===== src/hdl/isn_pkg.sv =====
`timescale 1ns / 1ps
// ----------------------------------------------------------------------------
// isn_pkg
// Shared constants, types and the sample conversion function.
// ----------------------------------------------------------------------------
package isn_pkg;

    localparam int MAX_CHANNELS = 16;
    localparam int CH_W         = $clog2(MAX_CHANNELS);
    localparam int CNT_W        = 5;
    localparam int TYPES_W      = 48;
    localparam int CFG_W        = 48;

    localparam logic CFG_IDX_COUNT = 1'b0;
    localparam logic CFG_IDX_TYPES = 1'b1;

    typedef enum logic [2:0] {
        ST_I16 = 3'd0,
        ST_U16 = 3'd1,
        ST_I32 = 3'd2,
        ST_U32 = 3'd3,
        ST_F32 = 3'd4,
        ST_F64 = 3'd5,
        ST_Z6  = 3'd6,
        ST_Z7  = 3'd7
    } sample_type_t;

    typedef enum logic [1:0] {
        S_RUN   = 2'd0,
        S_READ  = 2'd1,
        S_EMIT  = 2'd2
    } emit_state_t;

    // write request into the frame store
    typedef struct packed {
        logic              en;
        logic [CH_W-1:0]   addr;
        logic [63:0]       data;
    } store_wr_t;

    function automatic logic [3:0] type_size(input logic [2:0] t);
        unique case (sample_type_t'(t))
            ST_I32, ST_U32, ST_F32: type_size = 4'd4;
            ST_F64:                 type_size = 4'd8;
            default:                type_size = 4'd2;
        endcase
    endfunction

    // leading zero count of a 32 bit magnitude, via a priority search
    function automatic logic [5:0] lzc32(input logic [31:0] v);
        logic [5:0] n;
        n = 6'd32;
        for (int i = 0; i < 32; i++) begin
            if (v[i]) n = 6'(31 - i);
        end
        return n;
    endfunction

    // integer magnitude m (non-zero) scaled by 2^-sc into a double
    function automatic logic [63:0] int_to_dbl(input logic s, input logic [31:0] m,
                                               input logic [10:0] sc);
        logic [5:0]  lz;
        logic [31:0] nm;
        logic [10:0] ex;
        lz = lzc32(m);
        nm = m << lz;
        ex = 11'(11'd1023 + 11'd31 - 11'(lz) - sc);
        return {s, ex, nm[30:0], 21'd0};
    endfunction

    function automatic logic [63:0] widen_f32(input logic [31:0] b);
        logic [7:0]  e;
        logic [22:0] m;
        logic [5:0]  lz;
        logic [31:0] nm;
        logic [10:0] ex;
        e = b[30:23];
        m = b[22:0];
        lz = lzc32({9'd0, m});
        nm = {9'd0, m} << lz;
        ex = 11'(11'd897 + 11'd8 - 11'(lz));
        if (e == 8'hff) begin
            if (m == 23'd0) return {b[31], 11'h7ff, 52'd0};
            return {b[31], 11'h7ff, 1'b1, m[21:0], 29'd0};
        end
        if (e == 8'd0) begin
            if (m == 23'd0) return {b[31], 63'd0};
            return {b[31], ex, nm[30:8], 29'd0};
        end
        return {b[31], 11'(11'(e) + 11'd896), m, 29'd0};
    endfunction

    function automatic logic [63:0] convert(input logic [2:0] t, input logic [63:0] raw);
        logic        s;
        logic [31:0] mag;
        logic [10:0] sc;
        s   = 1'b0;
        mag = 32'd0;
        sc  = 11'd15;
        unique case (sample_type_t'(t))
            ST_I16: begin
                s = raw[15];
                mag = s ? 32'(-{{16{raw[15]}}, raw[15:0]}) : {16'd0, raw[15:0]};
            end
            ST_U16: begin
                s = ~raw[15];
                mag = s ? 32'(17'h10000 - {1'b0, ~raw[15], raw[14:0]}) : {17'd0, raw[14:0]};
            end
            ST_I32: begin
                sc = 11'd31;
                s = raw[31];
                mag = s ? 32'(-raw[31:0]) : raw[31:0];
            end
            ST_U32: begin
                sc = 11'd31;
                s = ~raw[31];
                mag = s ? 32'(33'h100000000 - {1'b0, ~raw[31], raw[30:0]})
                        : {1'b0, raw[30:0]};
            end
            default: ;
        endcase
        unique case (sample_type_t'(t))
            ST_F32:       return widen_f32(raw[31:0]);
            ST_F64:       return raw;
            ST_Z6, ST_Z7: return 64'd0;
            default:      return (mag == 32'd0) ? 64'd0 : int_to_dbl(s, mag, sc);
        endcase
    endfunction

endpackage


===== src/hdl/isn_store.sv =====
`timescale 1ns / 1ps
// ----------------------------------------------------------------------------
// isn_store
// Frame sample store: one write port, one registered read port.
// ----------------------------------------------------------------------------
module isn_store (
    input  logic                     aclk,
    input  isn_pkg::store_wr_t       wr,
    input  logic                     rd_en,
    input  logic [isn_pkg::CH_W-1:0] rd_addr,
    output logic [63:0]              rd_data
);
    import isn_pkg::*;

    logic [63:0] mem [MAX_CHANNELS];

    always_ff @(posedge aclk) begin
        if (wr.en) mem[wr.addr] <= wr.data;
        if (rd_en) rd_data <= mem[rd_addr];
    end
endmodule


===== src/hdl/isn_gather.sv =====
`timescale 1ns / 1ps
// ----------------------------------------------------------------------------
// isn_gather
// Byte assembly, channel tracking and conversion into the store.
// ----------------------------------------------------------------------------
module isn_gather (
    input  logic                        aclk,
    input  logic                        aresetn,
    input  logic                        take,
    input  logic [7:0]                  data_byte,
    input  logic                        start_of_buffer,
    input  logic [isn_pkg::CNT_W-1:0]   count,
    input  logic [isn_pkg::TYPES_W-1:0] types,
    output isn_pkg::store_wr_t          wr,
    output logic                        frame_done
);
    import isn_pkg::*;

    logic [63:0] gather_reg, gather_next;
    logic [2:0]  bpos_reg, bpos_next;
    logic [4:0]  cpos_reg, cpos_next;
    logic [63:0] g;
    logic [2:0]  bp;
    logic [4:0]  cp;
    logic [2:0]  t;
    logic [3:0]  size;
    logic [63:0] masked;

    always_comb begin
        g = gather_reg; bp = bpos_reg; cp = cpos_reg;
        if (start_of_buffer) begin
            g = '0; bp = '0; cp = '0;
        end
        if (cp >= count) begin
            g = '0; bp = '0; cp = '0;
        end
        g = g | (64'(data_byte) << {bp, 3'b000});
        t = types[3*cp[CH_W-1:0] +: 3];
        size = type_size(t);
        masked = g;
        if (size == 4'd2) masked = {48'd0, g[15:0]};
        else if (size == 4'd4) masked = {32'd0, g[31:0]};
        wr.en = 1'b0; wr.addr = cp[CH_W-1:0]; wr.data = convert(t, masked);
        frame_done = 1'b0;
        gather_next = gather_reg; bpos_next = bpos_reg; cpos_next = cpos_reg;
        if (take && count != '0) begin
            if (4'(bp) + 4'd1 < size) begin
                gather_next = g; bpos_next = 3'(bp + 3'd1); cpos_next = cp;
            end else begin
                wr.en = 1'b1;
                gather_next = '0; bpos_next = '0;
                cpos_next = 5'(cp + 5'd1);
                if (5'(cp + 5'd1) >= count) begin
                    frame_done = 1'b1; cpos_next = '0;
                end
            end
        end else if (take && start_of_buffer) begin
            gather_next = '0; bpos_next = '0; cpos_next = '0;
        end
    end

    always_ff @(posedge aclk) begin
        if (!aresetn) begin
            gather_reg <= '0; bpos_reg <= '0; cpos_reg <= '0;
        end else begin
            gather_reg <= gather_next; bpos_reg <= bpos_next; cpos_reg <= cpos_next;
        end
    end
endmodule


===== src/hdl/interleaved_sample_normalizer.sv =====
`timescale 1ns / 1ps
// ----------------------------------------------------------------------------
// interleaved_sample_normalizer
// Deinterleaves little-endian PCM frames into normalised doubles.
// ----------------------------------------------------------------------------
// Usage:
//  s_ channel carries one byte per item (tdata) and start of buffer (tuser).
//  Each completed sample is converted and written to a 16 entry store in the
//  cycle its last byte is accepted. When the frame's last channel completes,
//  the frame is read back in channel order and sent on the m_ channel, one
//  item per cycle, tlast on the last channel.
//  Rate: a byte is taken every cycle while no frame is draining. A completed
//  frame holds the input while it drains: a registered store read, then one
//  item per cycle from the registered read port while the receiver accepts.
//  On a stall the output register holds and the store read waits; input
//  stays blocked until the frame's last item is in the output register.
//  Reset (aresetn low, synchronous) clears counters, gather state and config;
//  the store needs no clearing since every emitted entry is written first.
//  Config: cfg_we with cfg_addr 0 = channel_count, 1 = channel_types.
// ----------------------------------------------------------------------------
module interleaved_sample_normalizer (
    input  logic                      aclk,
    input  logic                      aresetn,
    input  logic                      s_tvalid,
    output logic                      s_tready,
    input  logic [7:0]                s_tdata,   // [7:0] data_byte
    input  logic                      s_tuser,   // [0] start_of_buffer
    output logic                      m_tvalid,
    input  logic                      m_tready,
    output logic [103:0]              m_tdata,   // [3:0] channel_number,
                                                 // [35:4] frame_number,
                                                 // [99:36] sample_value, pad
    output logic                      m_tlast,   // last_of_frame
    input  logic                      cfg_we,
    input  logic                      cfg_addr,
    input  logic [isn_pkg::CFG_W-1:0] cfg_wdata
);
    import isn_pkg::*;

    logic [CNT_W-1:0]   count_raw_reg;
    logic [TYPES_W-1:0] types_reg;
    logic [CNT_W-1:0]   count;
    emit_state_t        state_reg, state_next;
    logic [31:0]        frame_reg, frame_next;
    logic [4:0]         rd_idx_reg, rd_idx_next;   // next index to read
    logic [CH_W-1:0]    out_ch_reg, out_ch_next;
    logic               out_valid_reg, out_valid_next;
    logic               out_last_reg, out_last_next;
    logic [31:0]        out_frame_reg, out_frame_next;
    logic               take, frame_done, rd_en;
    logic [63:0]        rd_data;
    store_wr_t          wr;

    // counts above the store depth saturate
    assign count = (count_raw_reg > CNT_W'(MAX_CHANNELS)) ? CNT_W'(MAX_CHANNELS)
                                                          : count_raw_reg;

    always_ff @(posedge aclk) begin
        if (!aresetn) begin
            count_raw_reg <= '0;
            types_reg     <= '0;
        end else if (cfg_we) begin
            unique case (cfg_addr)
                CFG_IDX_COUNT: count_raw_reg <= cfg_wdata[CNT_W-1:0];
                CFG_IDX_TYPES: types_reg     <= cfg_wdata[TYPES_W-1:0];
            endcase
        end
    end

    assign s_tready = (state_reg == S_RUN);
    assign take     = s_tvalid && s_tready;

    isn_gather u_gather (
        .aclk, .aresetn, .take,
        .data_byte(s_tdata), .start_of_buffer(s_tuser),
        .count, .types(types_reg), .wr, .frame_done
    );

    // output register may load when empty or being taken
    logic load_ok;
    assign load_ok = !out_valid_reg || m_tready;

    always_comb begin
        state_next = state_reg;
        unique case (state_reg)
            S_RUN:  if (take && frame_done) state_next = S_READ;
            S_READ: state_next = S_EMIT;
            S_EMIT: if (load_ok && rd_idx_reg >= count) state_next = S_RUN;
            default: state_next = S_RUN;
        endcase
    end

    always_comb begin
        rd_en = 1'b0;
        rd_idx_next = rd_idx_reg;
        frame_next = frame_reg;
        out_valid_next = out_valid_reg && !m_tready;
        out_ch_next = out_ch_reg;
        out_last_next = out_last_reg;
        out_frame_next = out_frame_reg;
        if (take && s_tuser) frame_next = '0;
        unique case (state_reg)
            S_RUN: begin
                if (take && frame_done) rd_idx_next = 5'd1;
            end
            // channel 0 is read once the frame's last write has landed
            S_READ: rd_en = 1'b1;
            S_EMIT: begin
                if (load_ok) begin
                    out_valid_next = 1'b1;
                    out_ch_next    = 4'(rd_idx_reg - 5'd1);
                    out_last_next  = (rd_idx_reg >= count);
                    out_frame_next = frame_reg;
                    if (rd_idx_reg < count) begin
                        rd_en = 1'b1;
                        rd_idx_next = 5'(rd_idx_reg + 5'd1);
                    end else begin
                        frame_next = 32'(frame_reg + 32'd1);
                    end
                end
            end
            default: ;
        endcase
    end

    // read address: first read at frame end is channel 0
    logic [CH_W-1:0] rd_addr;
    assign rd_addr = (state_reg == S_EMIT) ? rd_idx_reg[CH_W-1:0] : '0;

    isn_store u_store (.aclk, .wr, .rd_en, .rd_addr, .rd_data);

    // sample value captured alongside the output register
    logic [63:0] out_val_reg;
    always_ff @(posedge aclk) begin
        if (state_reg == S_EMIT && load_ok) out_val_reg <= rd_data;
    end

    always_ff @(posedge aclk) begin
        if (!aresetn) begin
            state_reg     <= S_RUN;
            frame_reg     <= '0;
            rd_idx_reg    <= '0;
            out_valid_reg <= 1'b0;
        end else begin
            state_reg     <= state_next;
            frame_reg     <= frame_next;
            rd_idx_reg    <= rd_idx_next;
            out_valid_reg <= out_valid_next;
        end
        out_ch_reg    <= out_ch_next;
        out_last_reg  <= out_last_next;
        out_frame_reg <= out_frame_next;
    end

    assign m_tvalid = out_valid_reg;
    assign m_tlast  = out_last_reg;
    assign m_tdata  = {4'd0, out_val_reg, out_frame_reg, out_ch_reg};
endmodule


===== config.mk =====
export PLATFORM = sky130hd
export DESIGN_NAME = interleaved_sample_normalizer
export DESIGN_NICKNAME = d
export VERILOG_FILES = /design/src/hdl/isn_pkg.sv /design/src/hdl/isn_store.sv /design/src/hdl/isn_gather.sv /design/src/hdl/interleaved_sample_normalizer.sv
export SDC_FILE = /design/constraint.sdc
export NUM_CORES = 2
export LEC_CHECK = 0
export BUFFER_PORTS_ARGS = -buffer_cell sky130_fd_sc_hd__buf_4
export CORE_MARGIN = 5
export CORE_UTILIZATION = 55
export DETAILED_ROUTE_END_ITERATION = 7
export GPL_TIMING_DRIVEN = 0
export PLACE_DENSITY = 0.77
export SLEW_MARGIN = 20
export SYNTH_ARGS = -nofsm -noshare
export SYNTH_HDL_FRONTEND = slang
export SYNTH_SLANG_ARGS = --single-unit

===== constraint.sdc =====
create_clock -name aclk -period 17.7 [get_ports aclk]
set_input_delay 3.54 -clock aclk [delete_from_list [all_inputs] [get_ports aclk]]
set_output_delay 3.54 -clock aclk [all_outputs]
set_load 0.03 [all_outputs]

==> results.md <==
- # DRC: 0
- DRT Wirelength: between 150000 and 200000 um
- Most used DFF post-synth: edfxtp_1
- CTS Hold Bufs: 0
- Cell area after synthesis: roughly 60000 um^2
- Detailed Route Iter0 Violations: 5605
- GR peak layer: met2
- CP endpoint kind: flop
- Htree depth: 4
- FP Rows: about 120
- Post-DR wirelength/cell: 28.09 um
- Via count: around 44k
- Setup TNS Final: 0 ns
- Post-synthesis register bit count: roughly 1.4k
- Max Clk Rate: approximately 76 MHz
- Vias in the first global route: 43.24k
- Hpwl dp: roughly 130000 um
- Post-CTS Setup Bufs: 0
- Die Area: about 120000 um^2
- P_leak: about 23 nW
- Worst Max-Slew Pin Slew: approximately 1.2 ns
- Yosys warns: 0
- Met3 Usage GRT: 0.06631
- Num ports: 170
- Initial antenna violation count: 9
- Setup WS post-layout: around 4.6 ns
- Post-synthesis instance total: 4795
- Layout Nets: between 5k and 6k
- Kind of critical path: primary input to flop
- Number of flip-flops under the largest register name: roughly 1.0k
- Share of layout cells above drive strength 1: 0.1445
- Core area: ~110000 um^2
- Clk slew on worst S/H paths: ~0.060 ns
- Synth area leader: edfxtp_1
- Clk_skew: ~0.030 ns
- Final Slew Violations: 0
- Sequential cell area fraction in the yosys report: 0.6507
- Post-DR vias/cell: 6.577
- Distinct cells, synth: about 110
- Setup crit start kind: primary input
- Rel. slew slack: 0.1609
- Final period util: 0.7426
- Min Tclk post-route: around 13 ns
- Max cap viols: 0
- Worst hold path class: flop to flop
- RSZ-0062 raised after global routing: false
- Largest Register: u_store.mem
- Clock latency on the worst-skew pair: around 0.75 ns
- Synth area leaders: edfxtp_1 (60%), dfxtp_1 (5.5%), mux2i_1 (4.7%)
- Asr flop ratio synth: 0
- Remaining antenna violation count: 0
- Met2 Usage GRT: 0.5060
- Clk sinks: 1354
- Avg Synthesized Cell Area: 12.50 um^2
- CTS max path bufs: 3
- Filler cells: about 8k
- Critical Path Fanout Max: 16
- Synth top area share: 0.5956
- Total Routing Usage GR: 0.3167
- Post-CTS sizing: 0
- Worst endpoint required time: between 15 and 20 ns
- Area Overhead vs Synth: 14.92%
- CTS tree: yes
- Pre-antenna DRT Iters: 8
- Met1 Track Usage GR: 0.4090
- Grt ovf: 0
- Crit path DAT: 13.51 ns
- Total CTS buffers: ~140
- Hold Fails Final Rpt: 0
- Starting Density: 0.5522
- Clk root buf: clkbuf_16
- Port Buffers: ~170
- Max VDD drop: 0.08162 mV
- Die height: 340.1 um
- Setup WS pre-CTS: a little under 4 ns
- First-pass GRT wire length: around 280000 um
- Die Width: around 340 um
- Outcome: finished, final reports clean
- Setup violators final: 0
- Largest net degree at the start of global routing: 68
- Number of flops mapped to enable cells by yosys: between 1k and 1.5k
- Pwr per Cell Area: about 110 nW/um^2
- Final GP Congestion: between 1 and 1.5
-- cells in the mapped netlist, types with 12 or more instances --
cell type	instances
edfxtp_1	1189
nand2_1	462
nor2_1	441
a21oi_1	308
mux2i_1	283
clkbuf_1	250
o21ai_0	211
dfxtp_1	165
a22oi_1	150
mux2_2	148
a211oi_1	139
nand3_1	125
nor3_1	115
o22ai_1	100
o31ai_1	75
buf_1	40
and3_1	37
ha_1	37
inv_1	31
buf_2	28
a21o_1	25
xnor2_1	25
nand2b_1	22
and2_1	21
xor2_1	18
nor2b_1	17
a31oi_1	16
nand4_1	15
o211ai_1	14
o21ai_1	14
a22o_1	12
or3_1	12
-- per-layer routing --
layer  vias to the layer above  routed length [um]  share of wire
met2                      2815               87500           0.46
li1                      19060                   -              -
met1                     21550               70660           0.38
met4                         6               11450          0.061
met3                       622               18550          0.099
met5                         -                  34        0.00018
-- worst paths after layout --
path	start	endpoint	slack [ns]	cells after the start
setup reg to reg	u_gather.cpos_reg[2]	u_store.mem[11][57]	7.12	29
hold reg to reg	u_store.rd_data[59]	out_val_reg[59]	0.40	0
setup / recovery	s_tuser	u_store.mem[11][57]	4.56	28
hold / removal	u_store.rd_data[59]	out_val_reg[59]	0.40	0
-- critical path, cell delays in order --
cell and delay (ns):
buf_4 0.15, clkbuf_1 0.46, nor2b_1 0.12, ha_1 0.38, a211o_1 0.34, buf_2 0.22, nor2_2 0.44, clkbuf_1 0.49
buf_1 0.55, a22o_1 0.24, clkbuf_1 0.65, inv_1 0.67, ha_1 0.42, inv_1 0.12, a31oi_1 0.08, o211ai_1 0.26
nor3_1 0.10, o31ai_1 0.78, and2_1 0.24, nand2_1 0.09, nor4_1 0.71, and2_1 0.34, and2_1 0.26, clkbuf_1 0.38
inv_1 0.18, ha_1 0.30, a222oi_1 0.55, inv_1 0.41
-- power by group --
part / switching, mW / internal (mW)
Combinational: 0.626 / 0.270
Sequential: 0.0155 / 3.60
Clock: 1.21 / 1.62
Total: 1.85 / 5.49
-- cell usage in the layout, fill, tap and decap left out, types with 14 or more instances in the layout --
cell type,netlist,layout
edfxtp_1,1189,1189
nand2b_1,22,22
o211ai_1,14,14
clkinv_1,1,20
a22oi_1,150,148
o31ai_1,75,74
a21o_1,25,25
xnor2_1,25,25
clkbuf_16,0,142
nor2_4,3,19
buf_4,10,184
o22ai_1,100,95
dfxtp_1,165,165
buf_12,0,33
o21ai_1,14,16
buf_6,11,20
mux2_2,148,148
a211oi_1,139,139
buf_1,40,39
a21oi_1,308,306
clkbuf_1,250,286
xor2_1,18,18
nand4_1,15,15
and3_1,37,37
clkinv_2,0,17
inv_1,31,30
buf_2,28,29
mux2i_1,283,283
nor2_1,441,415
nor3_1,115,111
nand2_1,462,462
nand3_1,125,125
and2_1,21,21
nor2b_1,17,17
a31oi_1,16,15
ha_1,37,37
o21ai_0,211,198
-- metrics by stage --
step	area (um^2)	power (mW)	hold WS, ns	util	instances
2_1_floorplan	59960	4.209	0.4003	-	4798
3_3_place_gp	62970	4.508	0.4010	0.5801	6377
3_5_place_dp	64510	4.549	0.4045	0.5943	6444
4_1_cts	68840	7.321	0.3961	0.6342	6695
5_1_grt	68880	7.527	0.4226	0.6346	6696
6_report	68890	7.338	0.3995	0.6346	6699
-- cell families (layout without fill, tap and decap cells) --
| kind of cell | Yosys count | after routing | synth area share |
|---|---|---|---|
| mux | 439 | 439 | 0.07716 |
| buf+inv | 377 | 860 | 0.02619 |
| simple gates | 1337 | 1337 | 0.09948 |
| other cells | 1 | 8 | 0.00006256 |
| compound gates | 1207 | 1207 | 0.1324 |
| fa+ha+maj | 37 | 37 | 0.007723 |
| xor+xnor | 43 | 43 | 0.006282 |
| flops | 1354 | 1354 | 0.6507 |
-- area by class of cell --
cell class	count	area [um^2]	area share
plain buffers	339	1440	0.02091
clock buffers	188	3736	0.05423
inverters	38	147.6	0.002143
flip-flops and latches	1354	39010	0.5662
repair buffers	232	2471	0.03587
diodes	4	10.01	0.0001453
clock inverters	63	591.8	0.008591
well taps	1414	1769	0.02568
multi-input cells	3067	19720	0.2862
Power figures use the tool's default switching activity.
